===== src/hdl/aetc_pkg.sv =====
// shared constants, types and codes of the absolute encoder tick counter
`timescale 1ns / 1ps

package aetc_pkg;

  // field widths
  localparam int SAMPLE_W  = 12;
  localparam int LEVEL_W   = SAMPLE_W + 2;
  localparam int COUNT_W   = 16;
  localparam int RES_W     = 12;
  localparam int DIR_W     = 2;
  localparam int CFG_IDX_W = 3;
  localparam int CFG_DAT_W = 16;

  // arithmetic widths
  localparam int CMP_W     = LEVEL_W + 6;
  localparam int DIVD_W    = LEVEL_W;
  localparam int SUM_W     = COUNT_W + 2;
  localparam int DIV_STEPS = DIVD_W;
  localparam int CNT_W     = $clog2(DIV_STEPS);

  // configuration register indexes
  localparam logic [CFG_IDX_W-1:0] CFG_FULL_SCALE      = 3'd0;
  localparam logic [CFG_IDX_W-1:0] CFG_LOWEST_LEVEL    = 3'd1;
  localparam logic [CFG_IDX_W-1:0] CFG_TICK_RESOLUTION = 3'd2;
  localparam logic [CFG_IDX_W-1:0] CFG_COUNT_DIRECTION = 3'd3;
  localparam logic [CFG_IDX_W-1:0] CFG_TICK_UPPER      = 3'd4;
  localparam logic [CFG_IDX_W-1:0] CFG_TICK_LOWER      = 3'd5;

  // count direction codes
  localparam logic [DIR_W-1:0] DIR_UP   = 2'd0;
  localparam logic [DIR_W-1:0] DIR_DOWN = 2'd1;

  // register reset values
  localparam logic [SAMPLE_W-1:0]       FULL_SCALE_RST = 12'd1023;
  localparam logic [SAMPLE_W-1:0]       LOWEST_RST     = 12'd0;
  localparam logic [RES_W-1:0]          RES_RST        = 12'd1;
  localparam logic signed [COUNT_W-1:0] UPPER_RST      = 16'sh7FFF;
  localparam logic signed [COUNT_W-1:0] LOWER_RST      = 16'sh8000;

  typedef struct packed {
    logic [SAMPLE_W-1:0]       full_scale;
    logic [SAMPLE_W-1:0]       lowest_level;
    logic [RES_W-1:0]          tick_resolution;
    logic [DIR_W-1:0]          count_direction;
    logic signed [COUNT_W-1:0] tick_upper;
    logic signed [COUNT_W-1:0] tick_lower;
  } cfg_t;

  // commands from the controller to the datapath
  typedef struct packed {
    logic load;
    logic prep;
    logic div_step;
    logic commit;
  } ctrl_cmd_t;

  typedef enum logic [3:0] {
    S_IDLE = 4'b0001,
    S_PREP = 4'b0010,
    S_DIV  = 4'b0100,
    S_DONE = 4'b1000
  } state_t;

endpackage


===== src/hdl/aetc_if.sv =====
// valid/ready channel interfaces for sample items, tick items and register writes
`timescale 1ns / 1ps

interface aetc_in_if import aetc_pkg::*; ();
  logic                valid;
  logic                ready;
  logic [SAMPLE_W-1:0] sample;

  modport source (output valid, output sample, input ready);
  modport sink   (input valid, input sample, output ready);
endinterface

interface aetc_out_if import aetc_pkg::*; ();
  logic                      valid;
  logic                      ready;
  logic signed [COUNT_W-1:0] ticks;

  modport source (output valid, output ticks, input ready);
  modport sink   (input valid, input ticks, output ready);
endinterface

interface aetc_cfg_if import aetc_pkg::*; ();
  logic                 valid;
  logic                 ready;
  logic [CFG_IDX_W-1:0] index;
  logic [CFG_DAT_W-1:0] data;

  modport source (output valid, output index, output data, input ready);
  modport sink   (input valid, input index, input data, output ready);
endinterface


===== src/hdl/aetc_cfg.sv =====
// configuration register file
`timescale 1ns / 1ps

module aetc_cfg import aetc_pkg::*; (
  input  logic                 clk,
  input  logic                 rst_n,
  input  logic                 cfg_valid,
  output logic                 cfg_ready,
  input  logic [CFG_IDX_W-1:0] cfg_index,
  input  logic [CFG_DAT_W-1:0] cfg_data,
  output cfg_t                 cfg
);

  cfg_t cfg_r;
  cfg_t cfg_nxt;

  // writes are always taken
  assign cfg_ready = 1'b1;
  assign cfg       = cfg_r;

  // register decode, unknown indexes are dropped
  always_comb begin
    cfg_nxt = cfg_r;
    if (cfg_valid) begin
      case (cfg_index)
        CFG_FULL_SCALE:      cfg_nxt.full_scale      = cfg_data[SAMPLE_W-1:0];
        CFG_LOWEST_LEVEL:    cfg_nxt.lowest_level    = cfg_data[SAMPLE_W-1:0];
        CFG_TICK_RESOLUTION: cfg_nxt.tick_resolution = cfg_data[RES_W-1:0];
        CFG_COUNT_DIRECTION: cfg_nxt.count_direction = cfg_data[DIR_W-1:0];
        CFG_TICK_UPPER:      cfg_nxt.tick_upper      = $signed(cfg_data[COUNT_W-1:0]);
        CFG_TICK_LOWER:      cfg_nxt.tick_lower      = $signed(cfg_data[COUNT_W-1:0]);
        default:             cfg_nxt = cfg_r;
      endcase
    end
  end

  always_ff @(posedge clk) begin
    if (!rst_n) begin
      cfg_r.full_scale      <= FULL_SCALE_RST;
      cfg_r.lowest_level    <= LOWEST_RST;
      cfg_r.tick_resolution <= RES_RST;
      cfg_r.count_direction <= DIR_UP;
      cfg_r.tick_upper      <= UPPER_RST;
      cfg_r.tick_lower      <= LOWER_RST;
    end else begin
      cfg_r <= cfg_nxt;
    end
  end

endmodule


===== src/hdl/aetc_ctrl.sv =====
// sequencing state machine and result handshake
`timescale 1ns / 1ps

module aetc_ctrl import aetc_pkg::*; (
  input  logic       clk,
  input  logic       rst_n,
  input  logic       in_valid,
  output logic       in_ready,
  output logic       out_valid,
  input  logic       out_ready,
  output ctrl_cmd_t  cmd
);

  state_t           state_r, state_nxt;
  logic [CNT_W-1:0] step_cnt_r, step_cnt_nxt;
  logic             out_valid_r, out_valid_nxt;
  logic             last_step;

  assign last_step = (step_cnt_r == CNT_W'(DIV_STEPS - 1));
  assign in_ready  = (state_r == S_IDLE);
  assign out_valid = out_valid_r;

  // next state and commands
  always_comb begin
    state_nxt    = state_r;
    step_cnt_nxt = step_cnt_r;
    cmd          = '0;
    case (state_r)
      S_IDLE: begin
        if (in_valid) begin
          cmd.load  = 1'b1;
          state_nxt = S_PREP;
        end
      end
      S_PREP: begin
        cmd.prep     = 1'b1;
        step_cnt_nxt = '0;
        state_nxt    = S_DIV;
      end
      S_DIV: begin
        cmd.div_step = 1'b1;
        step_cnt_nxt = step_cnt_r + 1'b1;
        if (last_step) begin
          state_nxt = S_DONE;
        end
      end
      S_DONE: begin
        if (!out_valid_r || out_ready) begin
          cmd.commit = 1'b1;
          state_nxt  = S_IDLE;
        end
      end
      default: begin
        state_nxt = S_IDLE;
      end
    endcase
  end

  // result valid flag
  always_comb begin
    out_valid_nxt = out_valid_r;
    if (cmd.commit) begin
      out_valid_nxt = 1'b1;
    end else if (out_ready) begin
      out_valid_nxt = 1'b0;
    end
  end

  always_ff @(posedge clk) begin
    if (!rst_n) begin
      state_r     <= S_IDLE;
      step_cnt_r  <= '0;
      out_valid_r <= 1'b0;
    end else begin
      state_r     <= state_nxt;
      step_cnt_r  <= step_cnt_nxt;
      out_valid_r <= out_valid_nxt;
    end
  end

  // a new result never overwrites one that is still waiting
  assert property (@(posedge clk) disable iff (!rst_n)
    cmd.commit |-> (!out_valid_r || out_ready))
    else $error("result overwritten before it was taken");

  // the divide runs exactly its step count before the update
  assert property (@(posedge clk) disable iff (!rst_n)
    (state_r == S_DIV && last_step) |=> (state_r == S_DONE))
    else $error("divide did not finish after its last step");

  // every accepted item starts with the prep cycle and a cleared step count
  assert property (@(posedge clk) disable iff (!rst_n)
    (in_valid && in_ready) |=> ##1 (state_r == S_DIV && step_cnt_r == '0))
    else $error("accepted item did not start the divide cleanly");

endmodule


===== src/hdl/aetc_dp.sv =====
// datapath: wrap detection, move test, restoring divider and count update
`timescale 1ns / 1ps

module aetc_dp import aetc_pkg::*; (
  input  logic                      clk,
  input  logic                      rst_n,
  input  ctrl_cmd_t                 cmd,
  input  cfg_t                      cfg,
  input  logic [SAMPLE_W-1:0]       in_sample,
  output logic signed [COUNT_W-1:0] out_ticks
);

  // item and kept state
  logic [SAMPLE_W-1:0]       sample_r;
  logic signed [LEVEL_W-1:0] prev_r, prev_nxt;
  logic signed [COUNT_W-1:0] tick_r, tick_nxt;
  logic                      await_r, await_nxt;
  logic signed [COUNT_W-1:0] out_ticks_r;

  // prep results and divider
  logic signed [LEVEL_W-1:0] padj_r;
  logic                      rise_r, fall_r;
  logic [RES_W-1:0]          div_r;
  logic [RES_W-1:0]          rem_r, rem_nxt;
  logic [DIVD_W-1:0]         quo_r, quo_nxt;

  // prep cycle signals
  logic signed [CMP_W-1:0] s_w, fs_w, lo_w, p_w, res_w;
  logic signed [CMP_W-1:0] s10, p10, fs7, fs3;
  logic signed [CMP_W-1:0] p_adj, diff, absd;
  logic                    wrap_up, wrap_dn, rise, fall;
  logic [RES_W-1:0]        res_eff;

  // divide step signals
  logic [RES_W:0] rem_sh, rem_sub;
  logic           ge;

  // commit signals
  logic signed [SUM_W-1:0] t_w, q_w, t_mv, t0, t1, t2, up_w, lo_cnt_w;
  logic                    moved, add_q, sub_q;

  assign out_ticks = out_ticks_r;

  // operand extension into the compare width
  always_comb begin
    s_w     = $signed({{(CMP_W-SAMPLE_W){1'b0}}, sample_r});
    fs_w    = $signed({{(CMP_W-SAMPLE_W){1'b0}}, cfg.full_scale});
    lo_w    = $signed({{(CMP_W-SAMPLE_W){1'b0}}, cfg.lowest_level});
    p_w     = {{(CMP_W-LEVEL_W){prev_r[LEVEL_W-1]}}, prev_r};
    res_eff = (cfg.tick_resolution == '0) ? RES_W'(1) : cfg.tick_resolution;
    res_w   = $signed({{(CMP_W-RES_W){1'b0}}, res_eff});
  end

  // 70% and 30% marks compared exactly as 10*v against 7*fs and 3*fs
  always_comb begin
    s10 = (s_w <<< 3) + (s_w <<< 1);
    p10 = (p_w <<< 3) + (p_w <<< 1);
    fs7 = (fs_w <<< 3) - fs_w;
    fs3 = (fs_w <<< 1) + fs_w;
    wrap_up = (s10 > fs7) && (s_w <= fs_w) && (p_w >= lo_w) && (p10 < fs3);
    wrap_dn = !wrap_up && (p10 > fs7) && (p_w <= fs_w) && (s_w >= lo_w)
              && (s10 < fs3);
    if (wrap_up) begin
      p_adj = p_w + fs_w;
    end else if (wrap_dn) begin
      p_adj = p_w - fs_w;
    end else begin
      p_adj = p_w;
    end
  end

  // move test and magnitude of the move
  always_comb begin
    rise = (s_w >= p_adj + res_w);
    fall = !rise && (s_w <= p_adj - res_w);
    diff = s_w - p_adj;
    absd = diff[CMP_W-1] ? -diff : diff;
  end

  // one restoring divide step
  always_comb begin
    rem_sh  = {rem_r, quo_r[DIVD_W-1]};
    rem_sub = rem_sh - {1'b0, div_r};
    ge      = (rem_sh >= {1'b0, div_r});
    rem_nxt = ge ? rem_sub[RES_W-1:0] : rem_sh[RES_W-1:0];
    quo_nxt = {quo_r[DIVD_W-2:0], ge};
  end

  // count update, first-change clear and bound wrap
  always_comb begin
    t_w      = {{(SUM_W-COUNT_W){tick_r[COUNT_W-1]}}, tick_r};
    q_w      = $signed({{(SUM_W-DIVD_W){1'b0}}, quo_r});
    up_w     = {{(SUM_W-COUNT_W){cfg.tick_upper[COUNT_W-1]}}, cfg.tick_upper};
    lo_cnt_w = {{(SUM_W-COUNT_W){cfg.tick_lower[COUNT_W-1]}}, cfg.tick_lower};
    moved    = rise_r || fall_r;
    add_q    = (cfg.count_direction == DIR_UP && rise_r)
               || (cfg.count_direction == DIR_DOWN && fall_r);
    sub_q    = (cfg.count_direction == DIR_UP && fall_r)
               || (cfg.count_direction == DIR_DOWN && rise_r);
    if (add_q) begin
      t_mv = t_w + q_w;
    end else if (sub_q) begin
      t_mv = t_w - q_w;
    end else begin
      t_mv = t_w;
    end
    t0 = (moved && await_r) ? '0 : t_mv;
    t1 = (t0 > up_w) ? lo_cnt_w : t0;
    t2 = (t1 < lo_cnt_w) ? up_w : t1;
    tick_nxt  = t2[COUNT_W-1:0];
    prev_nxt  = moved ? $signed({{(LEVEL_W-SAMPLE_W){1'b0}}, sample_r}) : padj_r;
    await_nxt = await_r && !moved;
  end

  // kept state
  always_ff @(posedge clk) begin
    if (!rst_n) begin
      prev_r  <= '0;
      tick_r  <= '0;
      await_r <= 1'b1;
    end else if (cmd.commit) begin
      prev_r  <= prev_nxt;
      tick_r  <= tick_nxt;
      await_r <= await_nxt;
    end
  end

  // item payload, prep results, divider and output registers
  always_ff @(posedge clk) begin
    if (cmd.load) begin
      sample_r <= in_sample;
    end
    if (cmd.prep) begin
      padj_r <= p_adj[LEVEL_W-1:0];
      rise_r <= rise;
      fall_r <= fall;
      div_r  <= res_eff;
      rem_r  <= '0;
      quo_r  <= absd[DIVD_W-1:0];
    end else if (cmd.div_step) begin
      rem_r <= rem_nxt;
      quo_r <= quo_nxt;
    end
    if (cmd.commit) begin
      out_ticks_r <= tick_nxt;
    end
  end

  // the partial remainder always stays below the divisor
  assert property (@(posedge clk) disable iff (!rst_n)
    cmd.div_step |-> (rem_r < div_r))
    else $error("divider remainder reached the divisor");

  // rise and fall are never both taken for one item
  assert property (@(posedge clk) disable iff (!rst_n)
    cmd.div_step |-> !(rise_r && fall_r))
    else $error("move seen in both directions");

endmodule


===== src/hdl/absolute_encoder_tick_counter_core.sv =====
// Absolute encoder wrap-around tick counter, top level.
// Each accepted sample item runs a prep step, 14 restoring divide steps and an update
//   step, which waits while the previous result has not yet been taken.
// The one-bit-per-cycle divider works on one item at a time; a new item is taken only when idle.
// A finished result waits in an output register while the next item is taken.
// Synchronous active-low reset: count 0, previous level 0, first-change wait set,
//   registers back to their default values.
`timescale 1ns / 1ps

module absolute_encoder_tick_counter_core import aetc_pkg::*; (
  input  logic              clk,
  input  logic              rst_n,
  aetc_in_if.sink           in_ch,
  aetc_out_if.source        out_ch,
  aetc_cfg_if.sink          cfg_ch
);

  cfg_t      cfg;
  ctrl_cmd_t cmd;

  // configuration registers
  aetc_cfg u_cfg (
    .clk       (clk),
    .rst_n     (rst_n),
    .cfg_valid (cfg_ch.valid),
    .cfg_ready (cfg_ch.ready),
    .cfg_index (cfg_ch.index),
    .cfg_data  (cfg_ch.data),
    .cfg       (cfg)
  );

  // sequencer
  aetc_ctrl u_ctrl (
    .clk       (clk),
    .rst_n     (rst_n),
    .in_valid  (in_ch.valid),
    .in_ready  (in_ch.ready),
    .out_valid (out_ch.valid),
    .out_ready (out_ch.ready),
    .cmd       (cmd)
  );

  // arithmetic and kept state
  aetc_dp u_dp (
    .clk       (clk),
    .rst_n     (rst_n),
    .cmd       (cmd),
    .cfg       (cfg),
    .in_sample (in_ch.sample),
    .out_ticks (out_ch.ticks)
  );

endmodule

===== src/flat_wrapper.sv =====
// flat-port wrapper written by rule: the top's interface ports become plain ports
module absolute_encoder_tick_counter_core_flat import aetc_pkg::*;
  (clk, rst_n, in_ch_valid, in_ch_sample, in_ch_ready, out_ch_valid, out_ch_ticks, out_ch_ready, cfg_ch_valid, cfg_ch_index, cfg_ch_data, cfg_ch_ready);
  aetc_in_if in_ch_i ();
  aetc_out_if out_ch_i ();
  aetc_cfg_if cfg_ch_i ();
  input  logic clk;
  input  logic rst_n;
  input wire logic [$bits(in_ch_i.valid)-1:0] in_ch_valid;
  input wire logic [$bits(in_ch_i.sample)-1:0] in_ch_sample;
  output wire logic [$bits(in_ch_i.ready)-1:0] in_ch_ready;
  output wire logic [$bits(out_ch_i.valid)-1:0] out_ch_valid;
  output wire logic [$bits(out_ch_i.ticks)-1:0] out_ch_ticks;
  input wire logic [$bits(out_ch_i.ready)-1:0] out_ch_ready;
  input wire logic [$bits(cfg_ch_i.valid)-1:0] cfg_ch_valid;
  input wire logic [$bits(cfg_ch_i.index)-1:0] cfg_ch_index;
  input wire logic [$bits(cfg_ch_i.data)-1:0] cfg_ch_data;
  output wire logic [$bits(cfg_ch_i.ready)-1:0] cfg_ch_ready;
  assign in_ch_i.valid = in_ch_valid;
  assign in_ch_i.sample = in_ch_sample;
  assign in_ch_ready = in_ch_i.ready;
  assign out_ch_valid = out_ch_i.valid;
  assign out_ch_ticks = out_ch_i.ticks;
  assign out_ch_i.ready = out_ch_ready;
  assign cfg_ch_i.valid = cfg_ch_valid;
  assign cfg_ch_i.index = cfg_ch_index;
  assign cfg_ch_i.data = cfg_ch_data;
  assign cfg_ch_ready = cfg_ch_i.ready;
  absolute_encoder_tick_counter_core u_core (.clk(clk), .rst_n(rst_n), .in_ch(in_ch_i), .out_ch(out_ch_i), .cfg_ch(cfg_ch_i));
endmodule

===== config.mk =====
export PLATFORM = sky130hd
export DESIGN_NAME = absolute_encoder_tick_counter_core_flat
export DESIGN_NICKNAME = d
export VERILOG_FILES = /design/src/hdl/aetc_pkg.sv /design/src/hdl/aetc_if.sv /design/src/hdl/aetc_cfg.sv /design/src/hdl/aetc_ctrl.sv /design/src/hdl/aetc_dp.sv /design/src/hdl/absolute_encoder_tick_counter_core.sv /design/src/flat_wrapper.sv
export SDC_FILE = /design/constraint.sdc
export NUM_CORES = 1
export LEC_CHECK = 0
export BUFFER_PORTS_ARGS = -buffer_cell sky130_fd_sc_hd__buf_2
export CELL_PAD_IN_SITES_DETAIL_PLACEMENT = 2
export CELL_PAD_IN_SITES_GLOBAL_PLACEMENT = 2
export CORE_AREA = 2 2 258 184
export CTS_CLUSTER_SIZE = 16
export DETAILED_ROUTE_END_ITERATION = 16
export DIE_AREA = 0 0 260 186
export PLACE_DENSITY = 0.79
export SLEW_MARGIN = 5
export SYNTH_ARGS = -nofsm -noshare
export SYNTH_HDL_FRONTEND = slang
export SYNTH_SLANG_ARGS = --single-unit

===== constraint.sdc =====
create_clock -name clk -period 9.85 [get_ports clk]
set_input_delay 0 -clock clk [delete_from_list [all_inputs] [get_ports clk]]
set_output_delay 0 -clock clk [all_outputs]
set_load 0.05 [all_outputs]

==> out/metrics.cfg, run 1 <==
[synthesis]
async_flop_share_pct = 0
synth_area_per_cell_um2 = 8.24
ys_ff_latch = 192
yosysTopAreaCell = ha_1
synth_fa_ha_area_share_pct = 21.5
netlist_instances = 2209
yosys.area_share.simple_pct = 15.4
synthMuxAreaShare_pct = 2.38
synth-xor-area-share_pct = 4.65
yosysMostFrequentCell = ha_1
synth_compound_area_share_pct = 25.1
synth.yosys.seq_area_share_pct = 25.0
synth_top_family_by_area = compound AO/OA/AOI/OAI gates
synth_edf_count = 70
yosys-top-cells-area = ha_1 (20%), dfxtp_1 (13%), edfxtp_1 (12%), a21oi_1 (5.3%), nand2_1 (5.1%)
yosysUniqueCellTypes = 97
synth_nets = 2547
synthFlopType = dfxtp_1
syn-cell-area_um2 = 18200
yosys_warnings = 0
synth_top_area_share_pct = 20.0
netlist_top_cells_count = ha_1 (291), nand2_1 (248), inv_1 (208)

[setup_path]
worstReg2RegEnd = u_core.u_dp.fall_r$_DFFE_PP_
worstSetupStartpointType = flop
arrival_ns = 9.40
crit_required_ns = 10.07
worstSetupPathType = flop to flop
timing.reg2reg.setup_slack_ns = 0.67
worstSetupEndpoint = u_core.u_dp.fall_r$_DFFE_PP_
end_kind = flop
crit_family = compound AO/OA/AOI/OAI gates
path_buf_inv = 5
critPathMaxStageDelay_ns = 0.47
critPathSlowestCell = dfxtp_1
crit_top_cell = o21ai_1
reg2regPathDepth = 43
startpoint = u_core.u_dp.prev_r[0]$_SDFFE_PN0P_
cp_max_fo = 6
reg2reg_from = u_core.u_dp.prev_r[0]$_SDFFE_PN0P_
path_depth = 43

[grt]
grt_pass1_wl_mm = 118
grt_pass1_vias = 19100
antenna_found_initial = 2
overflow = 0
grt_util_all_layers_pct = 32.7
grt_max_degree = 56

[finish]
drive_gt1_share_pct = 10.9
syn_to_final_growth_pct = 13.4
n_antenna_cell = 0
final_area_um2 = 20600
fin_util_pct = 45.0
fin_nets = 2669

[floorplan]
core_um2 = 45800
die_w_um = 260
row_count = 66
die_y_um = 186
initial_utilization_pct = 39.7
die-area_um2 = 48400
io_pins = 55

[timing]
fmax_mhz = 109
period_needed_ns = 9.18
finalClockSkew_ns = 0.0149
fin_ws_ns = 0.667
finalHoldViolations = 0
timing.slew.headroom_pct = 18.1
post-route-period-util_pct = 93.2
drv_slew = 0
setup_violations = 0
worst_slew_pin_slew_ns = 1.22

[power]
powerDensity_nw_per_um2 = 128
irDropWorstVdd_mv = 0.118
power_leakage_uw = 0.00931

[routing]
drt-initial-drc-count = 1385
vias_per_cell = 6.04
drc = 0
ant_nets = 0
drt_first_pass_iters = 5
routedWlPerCell_um = 26.6
wl_mm = 78.6
num_vias = 17900

[placement]
hpwl_mm = 60.3
dp_slack_ns = 0.0405
io_buffers = 53
placed_area_um2 = 19600
gp_congestion = 0.973

[clocking]
cts.sinks = 192
htreeDepth = 4
clockBufferDepth = 2
cts_root_buf = clkbuf_16
clk_pin_slew_ns = 0.09
cts_buffers = 17
cts_tree = yes
clk_latency_ns = 0.48

[worst_hold_path]
hold_depth = 4
hp-class = primary input to flop

[run]
cap_viol_max_count = 0

[outcome]
status = completed

## placed cells by master (no fill, tap or decap), types with 70 or more instances in the layout
cell type  Yosys  final
a21o_1        75     75
a21oi_1      193    189
buf_4          1     97
dfxtp_1      122    120
edfxtp_1      70     70
ha_1         291    291
inv_1        208    205
nand2_1      248    248
nor2_1       115    115
o21ai_0      149    141
## power breakdown
| part | leakage, µW | internal (µW) | switching (µW) | total (µW) |
|---|---|---|---|---|
| clock network | 0.000284 | 365 | 371 | 736 |
| registers | 0.00162 | 847 | 24.7 | 872 |
| logic | 0.00740 | 410 | 620 | 1030 |
| total | 0.00931 | 1620 | 1020 | 2640 |
## state kept, by name, summed over array words and instances, names as in the netlist
register	flops
u_core.u_ctrl.out_valid	1
u_core.u_dp.padj_r	14
u_core.u_dp.quo_r	14
u_core.u_dp.div_r	12
u_core.u_ctrl.step_cnt_r	4
u_core.u_dp.out_ticks	16
u_core.u_dp.prev_r	14
u_core.u_cfg.cfg	70
u_core.u_dp.tick_r	16
u_core.u_dp.rem_r	12
u_core.u_dp.fall_r	1
u_core.u_dp.rise_r	1
u_core.u_ctrl.state_r	4
u_core.u_dp.await_r	1
u_core.u_dp.sample_r	12
## tightest hold or removal path, cell delays in order
cell and delay [ns]:
buf_2 0.17, nor3_4 0.15, nand2_1 0.10, a21oi_1 0.05
## area by class of cell
cell class	count	area, µm²
Clock inverter	14	145
Tap cell	612	766
Inverter	210	792
Fill cell	5184	25200
Timing Repair Buffer	181	1310
Multi-Input combinational cell	1729	12600
Clock buffer	18	439
Sequential cell	192	4550
## timing repair
item / 4_1_cts / 5_1_grt
endpoints found under the setup margin: 1 / 6
cloned: 0 / 0
hold endpoints to repair: 85 / 0
pin swaps: 1 / 8
hold buffers: 30 / 0
gates resized for setup: 5 / 21
buffers inserted: 2 / 3
## stage by stage
step                hold slack, ns  total power (µW)  TNS (ns)  std cells
floorplan                   0.0989              1480         0       2209
global placement             0.178              1790         0       2889
detailed placement           0.179              1850         0       2889
CTS                         0.0262              2620         0       2953
global route                0.0831              2770  -0.00540       2956
finish                      0.0479              2640         0       2956
## metal layers
metal	up-vias	GRT usage, %	share of wire, %
met5	-	0	0
met4	0	6.57	1.5
met3	79	7.43	7.4
met2	483	49.5	42
met1	9136	47.1	49
li1	8171	-	-
## how the worst min path moves through the flow
stage	from	to	slack, ns
4_1_cts	cfg_ch_index[1]	u_core.u_cfg.cfg[69]$_SDFFE_PN0P_	0.03
6_report	cfg_ch_index[1]	u_core.u_cfg.cfg[69]$_SDFFE_PN0P_	0.05
2_1_floorplan	in_ch_sample[0]	u_core.u_dp.sample_r[0]$_DFFE_PP_	0.1
3_5_place_dp	in_ch_sample[2]	u_core.u_dp.sample_r[2]$_DFFE_PP_	0.18
5_1_grt	cfg_ch_index[1]	u_core.u_cfg.cfg[68]$_SDFFE_PN0P_	0.08
3_3_place_gp	in_ch_sample[8]	u_core.u_dp.sample_r[8]$_DFFE_PP_	0.18
## cells by family after synthesis
kind of cell | count (synthesis)
XOR/XNOR | 94
other | 1
AND/OR/NAND/NOR | 593
multiplexers | 41
flip-flops | 192
adder cells (fa/ha/maj) | 306
buffers and inverters | 288
AO/OA/AOI/OAI | 694
(Power assumes the default switching activity.)
==> run 2: changes to the inputs <==
Settings changed: ABC_AREA set to 1, CORE_AREA 2 2 258 184 to 2 2 274 195, DIE_AREA 0 0 260 186 to 0 0 276 197, PLACE_DENSITY 0.79 to 0.78.
==> run 2 against run 1 <==
The flow now finishes with violations (DRC); final area up 1.5%; sequential share of layout area is 0.34 points lower; total power is 9.0% higher; combinational power rose by 21%; first-iteration DRC count grew 30%; register-to-register slack barely moved; utilization is 4.5 points lower; clock skew grew 0.0019 ns; highest routed layer is now met5.
==> out/metrics.cfg, run 2 <==
[power]
power_leakage_uw = 0.0104  ; was 0.00931 µW
p_sw_share_pct = 43.3  ; was 38.5%
irDropWorstVdd_mv = 0.0885  ; was 0.118 mV
pwr-share-comb_pct = 43.5  ; was 39.1%
p_int_uw = 1630  ; was 1620 µW
switchingPower_uw = 1250  ; was 1020 µW
powerDensity_nw_per_um2 = 137  ; was 128 nW/µm²
p_seq_share_pct = 30.5  ; was 33.1%
power_frac_clock_pct = 26.0  ; was 27.9%

[timing]
worst_slew_pin_slew_ns = 1.38  ; was 1.22 ns
period_needed_ns = 9.18  ; about the same
post-route-period-util_pct = 93.2  ; about the same
setup_violations = 0  ; unchanged
fmax_mhz = 109  ; about the same
finalHoldViolations = 0  ; unchanged
drv_slew = 0  ; unchanged
finalClockSkew_ns = 0.0168  ; was 0.0149 ns
timing.slew.headroom_pct = 7.24  ; was 18.1%
tns_ns = 0  ; unchanged

[clocking]
cts_buffers = 17  ; unchanged
clk_pin_slew_ns = 0.09  ; about the same
htreeDepth = 4  ; unchanged
cts.sinks = 192  ; unchanged
clockBufferDepth = 2  ; unchanged
clk_latency_ns = 0.47  ; was 0.48 ns
cts_root_buf = clkbuf_16  ; unchanged
cts_tree = yes  ; unchanged

[setup_path]
worstSetupStartpointType = flop  ; unchanged
worstSetupPathType = flop to flop  ; unchanged
critPathMaxStageDelay_ns = 0.56  ; was 0.47 ns
end_kind = flop  ; unchanged
critPathSlowestCell = dfxtp_1  ; unchanged
crit_required_ns = 10.06  ; was 10.07 ns
arrival_ns = 9.39  ; was 9.40 ns
cp_max_fo = 14  ; was 6
crit_top_cell = a21oi_1  ; was o21ai_1

[routing]
wl_mm = 89.4  ; was 78.6 mm
drt-initial-drc-count = 1794  ; was 1385
drt_first_pass_iters = 11  ; was 5
vias_per_cell = 5.71  ; was 6.04
ant_nets = 0  ; unchanged
num_vias = 19900  ; was 17900
drc = 4  ; was 0
routedWlPerCell_um = 25.6  ; was 26.6 µm

[worst_hold_path]
hp-class = primary input to flop  ; unchanged

[finish]
final_area_um2 = 20900  ; was 20600 µm²
layout_common_cells = nand2_1 (628), inv_1 (404), ha_1 (291)  ; was ha_1 (291), nand2_1 (248), inv_1 (205)
fin_nets = 3126  ; was 2669
multi_input_area_um2 = 12600  ; about the same
syn_to_final_growth_pct = 10.4  ; was 13.4%
seq_area_um2 = 4550  ; about the same
layout_commonest_cell = nand2_1  ; was ha_1
drive_gt1_share_pct = 5.68  ; was 10.9%
fillers = 6241  ; was 5184
largest_reg_flops = 70  ; unchanged
fin_util_pct = 40.5  ; was 45.0%

[synthesis]
async_flop_share_pct = 0  ; unchanged
synth_edf_count = 70  ; unchanged
yosysUniqueCellTypes = 55  ; was 97
synth.yosys.seq_area_share_pct = 24.0  ; was 25.0%
yosys-top-cells-area = ha_1 (19%), dfxtp_1 (13%), nand2_1 (12%), edfxtp_1 (11%), inv_1 (8.0%)  ; was ha_1 (20%), dfxtp_1 (13%), edfxtp_1 (12%), a21oi_1 (5.3%), nand2_1 (5.1%)
synth_top_area_share_pct = 19.2  ; was 20.0%
yosys_warnings = 0  ; unchanged
netlist_instances = 2732  ; was 2209
yosysMostFrequentCell = nand2_1  ; was ha_1
ys_ff_latch = 192  ; unchanged
yosysTopAreaCell = ha_1  ; unchanged
synthFlopType = dfxtp_1  ; unchanged
netlist_top_cells_count = nand2_1 (628), inv_1 (405), ha_1 (291)  ; was ha_1 (291), nand2_1 (248), inv_1 (208)
syn-cell-area_um2 = 19000  ; was 18200 µm²
synth_area_per_cell_um2 = 6.94  ; was 8.24 µm²
synth_nets = 3070  ; was 2547

[floorplan]
initial_utilization_pct = 36.7  ; was 39.7%
die_y_um = 197  ; was 186 µm
die-area_um2 = 54400  ; was 48400 µm²
core_um2 = 51700  ; was 45800 µm²
io_pins = 55  ; unchanged
die_w_um = 276  ; was 260 µm
row_count = 70  ; was 66

[run]
cap_viol_max_count = 0  ; unchanged

[placement]
hpwl_mm = 72.4  ; was 60.3 mm
placed_area_um2 = 20000  ; was 19600 µm²
io_buffers = 53  ; unchanged
gp_congestion = 0.964  ; was 0.973

[outcome]
status = finished, violations left  ; was completed
violations = DRC

[grt]
antenna_found_initial = 5  ; was 2
met2_usage_pct = 47.0  ; was 49.5%
grt_pass1_wl_mm = 134  ; was 118 mm
overflow = 0  ; unchanged
grt_max_degree = 73  ; was 56
grt_util_all_layers_pct = 32.6  ; was 32.7%
grt.busiest_layer = met1  ; was met2
grt_use_met1_pct = 50.9  ; was 47.1%
gr-usage-met3_pct = 5.82  ; was 7.43%
grt_pass1_vias = 20800  ; was 19100

## run 2: power groups by stage
stage          Clock (µW)  Combinational [µW]  Sequential, µW
5_1_grt               781                1380             879
3_5_place_dp            0                1200             894
6_report              746                1250             877
3_3_place_gp            0                1140             893
4_1_cts               758                1230             876
2_1_floorplan           0                 791             891
## run 2: logic make-up (layout without fill, tap and decap cells)
kind of cell / count (synthesis) / after routing / synth area share, %
fa+ha+maj: 302 / 302 / 20.4
xor+xnor: 96 / 96 / 4.43
flops: 192 / 192 / 24.0
simple gates: 1046 / 1046 / 23.3
buf+inv: 495 / 564 / 9.94
other cells: 1 / 2 / 0.0198
compound gates: 600 / 600 / 18.0
## run 2: repair_timing
action                     4_1_cts  5_1_grt
setup endpoints to repair        0        2
buffers inserted                 0        4
gates resized for setup          0        3
hold endpoints to repair        66        0
hold buffers                    34        0
## run 2: per-stage QoR
stage	hold slack, ns	total power, µW	setup slack [ns]	instances
detailed placement	0.178	2100	0.612	3415
floorplan	0.0989	1680	2.93	2732
global route	0.0657	3040	-0.0165	3485
global placement	0.179	2030	0.810	3415
finish	0.0389	2870	0.668	3486
CTS	0.0151	2860	0.579	3481
## run 2: worst max-delay path: cells and delay by family, from the launching register on
| family | cells | cell delay [ns] |
|---|---|---|
| AND/OR/NAND/NOR | 17 | 2.39 |
| buffers and inverters | 5 | 0.94 |
| XOR/XNOR | 1 | 0.08 |
| flip-flops | 1 | 0.56 |
| adder cells (fa/ha/maj) | 4 | 1.47 |
| AO/OA/AOI/OAI | 19 | 3.48 |
## run 2: final cells by class
| cell class | instances | area share (%) |
|---|---|---|
| Inverter | 417 | 7.49 |
| Tap cell | 684 | 4.09 |
| Multi-Input combinational cell | 2045 | 60.0 |
| Clock buffer | 22 | 2.42 |
| Clock inverter | 10 | 0.424 |
| Timing Repair Buffer | 115 | 3.90 |
| Sequential cell | 192 | 21.7 |
| Antenna cell | 1 | 0.0119 |
## run 2: worst paths after layout
check,startpoint,end,slack [ns],cells after the start
worst max-delay path,u_core.u_cfg.cfg[60]$_SDFFE_PN1P_,u_core.u_dp.fall_r$_DFFE_PP_,0.67,46
worst max register to register,u_core.u_cfg.cfg[60]$_SDFFE_PN1P_,u_core.u_dp.fall_r$_DFFE_PP_,0.67,46
worst min register to register,u_core.u_ctrl.step_cnt_r[3]$_SDFFE_PN0N_,u_core.u_ctrl.step_cnt_r[3]$_SDFFE_PN0N_,0.48,1
worst min-delay path,cfg_ch_index[2],u_core.u_cfg.cfg[33]$_SDFFE_PN0P_,0.04,4
## run 2: routing by layer
metal / routed length (µm) / vias to the layer above / share of wire, %
met3: 6840 / 70 / 7.6
met1: 45900 / 10100 / 51
met4: 1030 / 4 / 1.2
met5: 27 / - / 0.030
li1: - / 9217 / -
met2: 35600 / 547 / 40
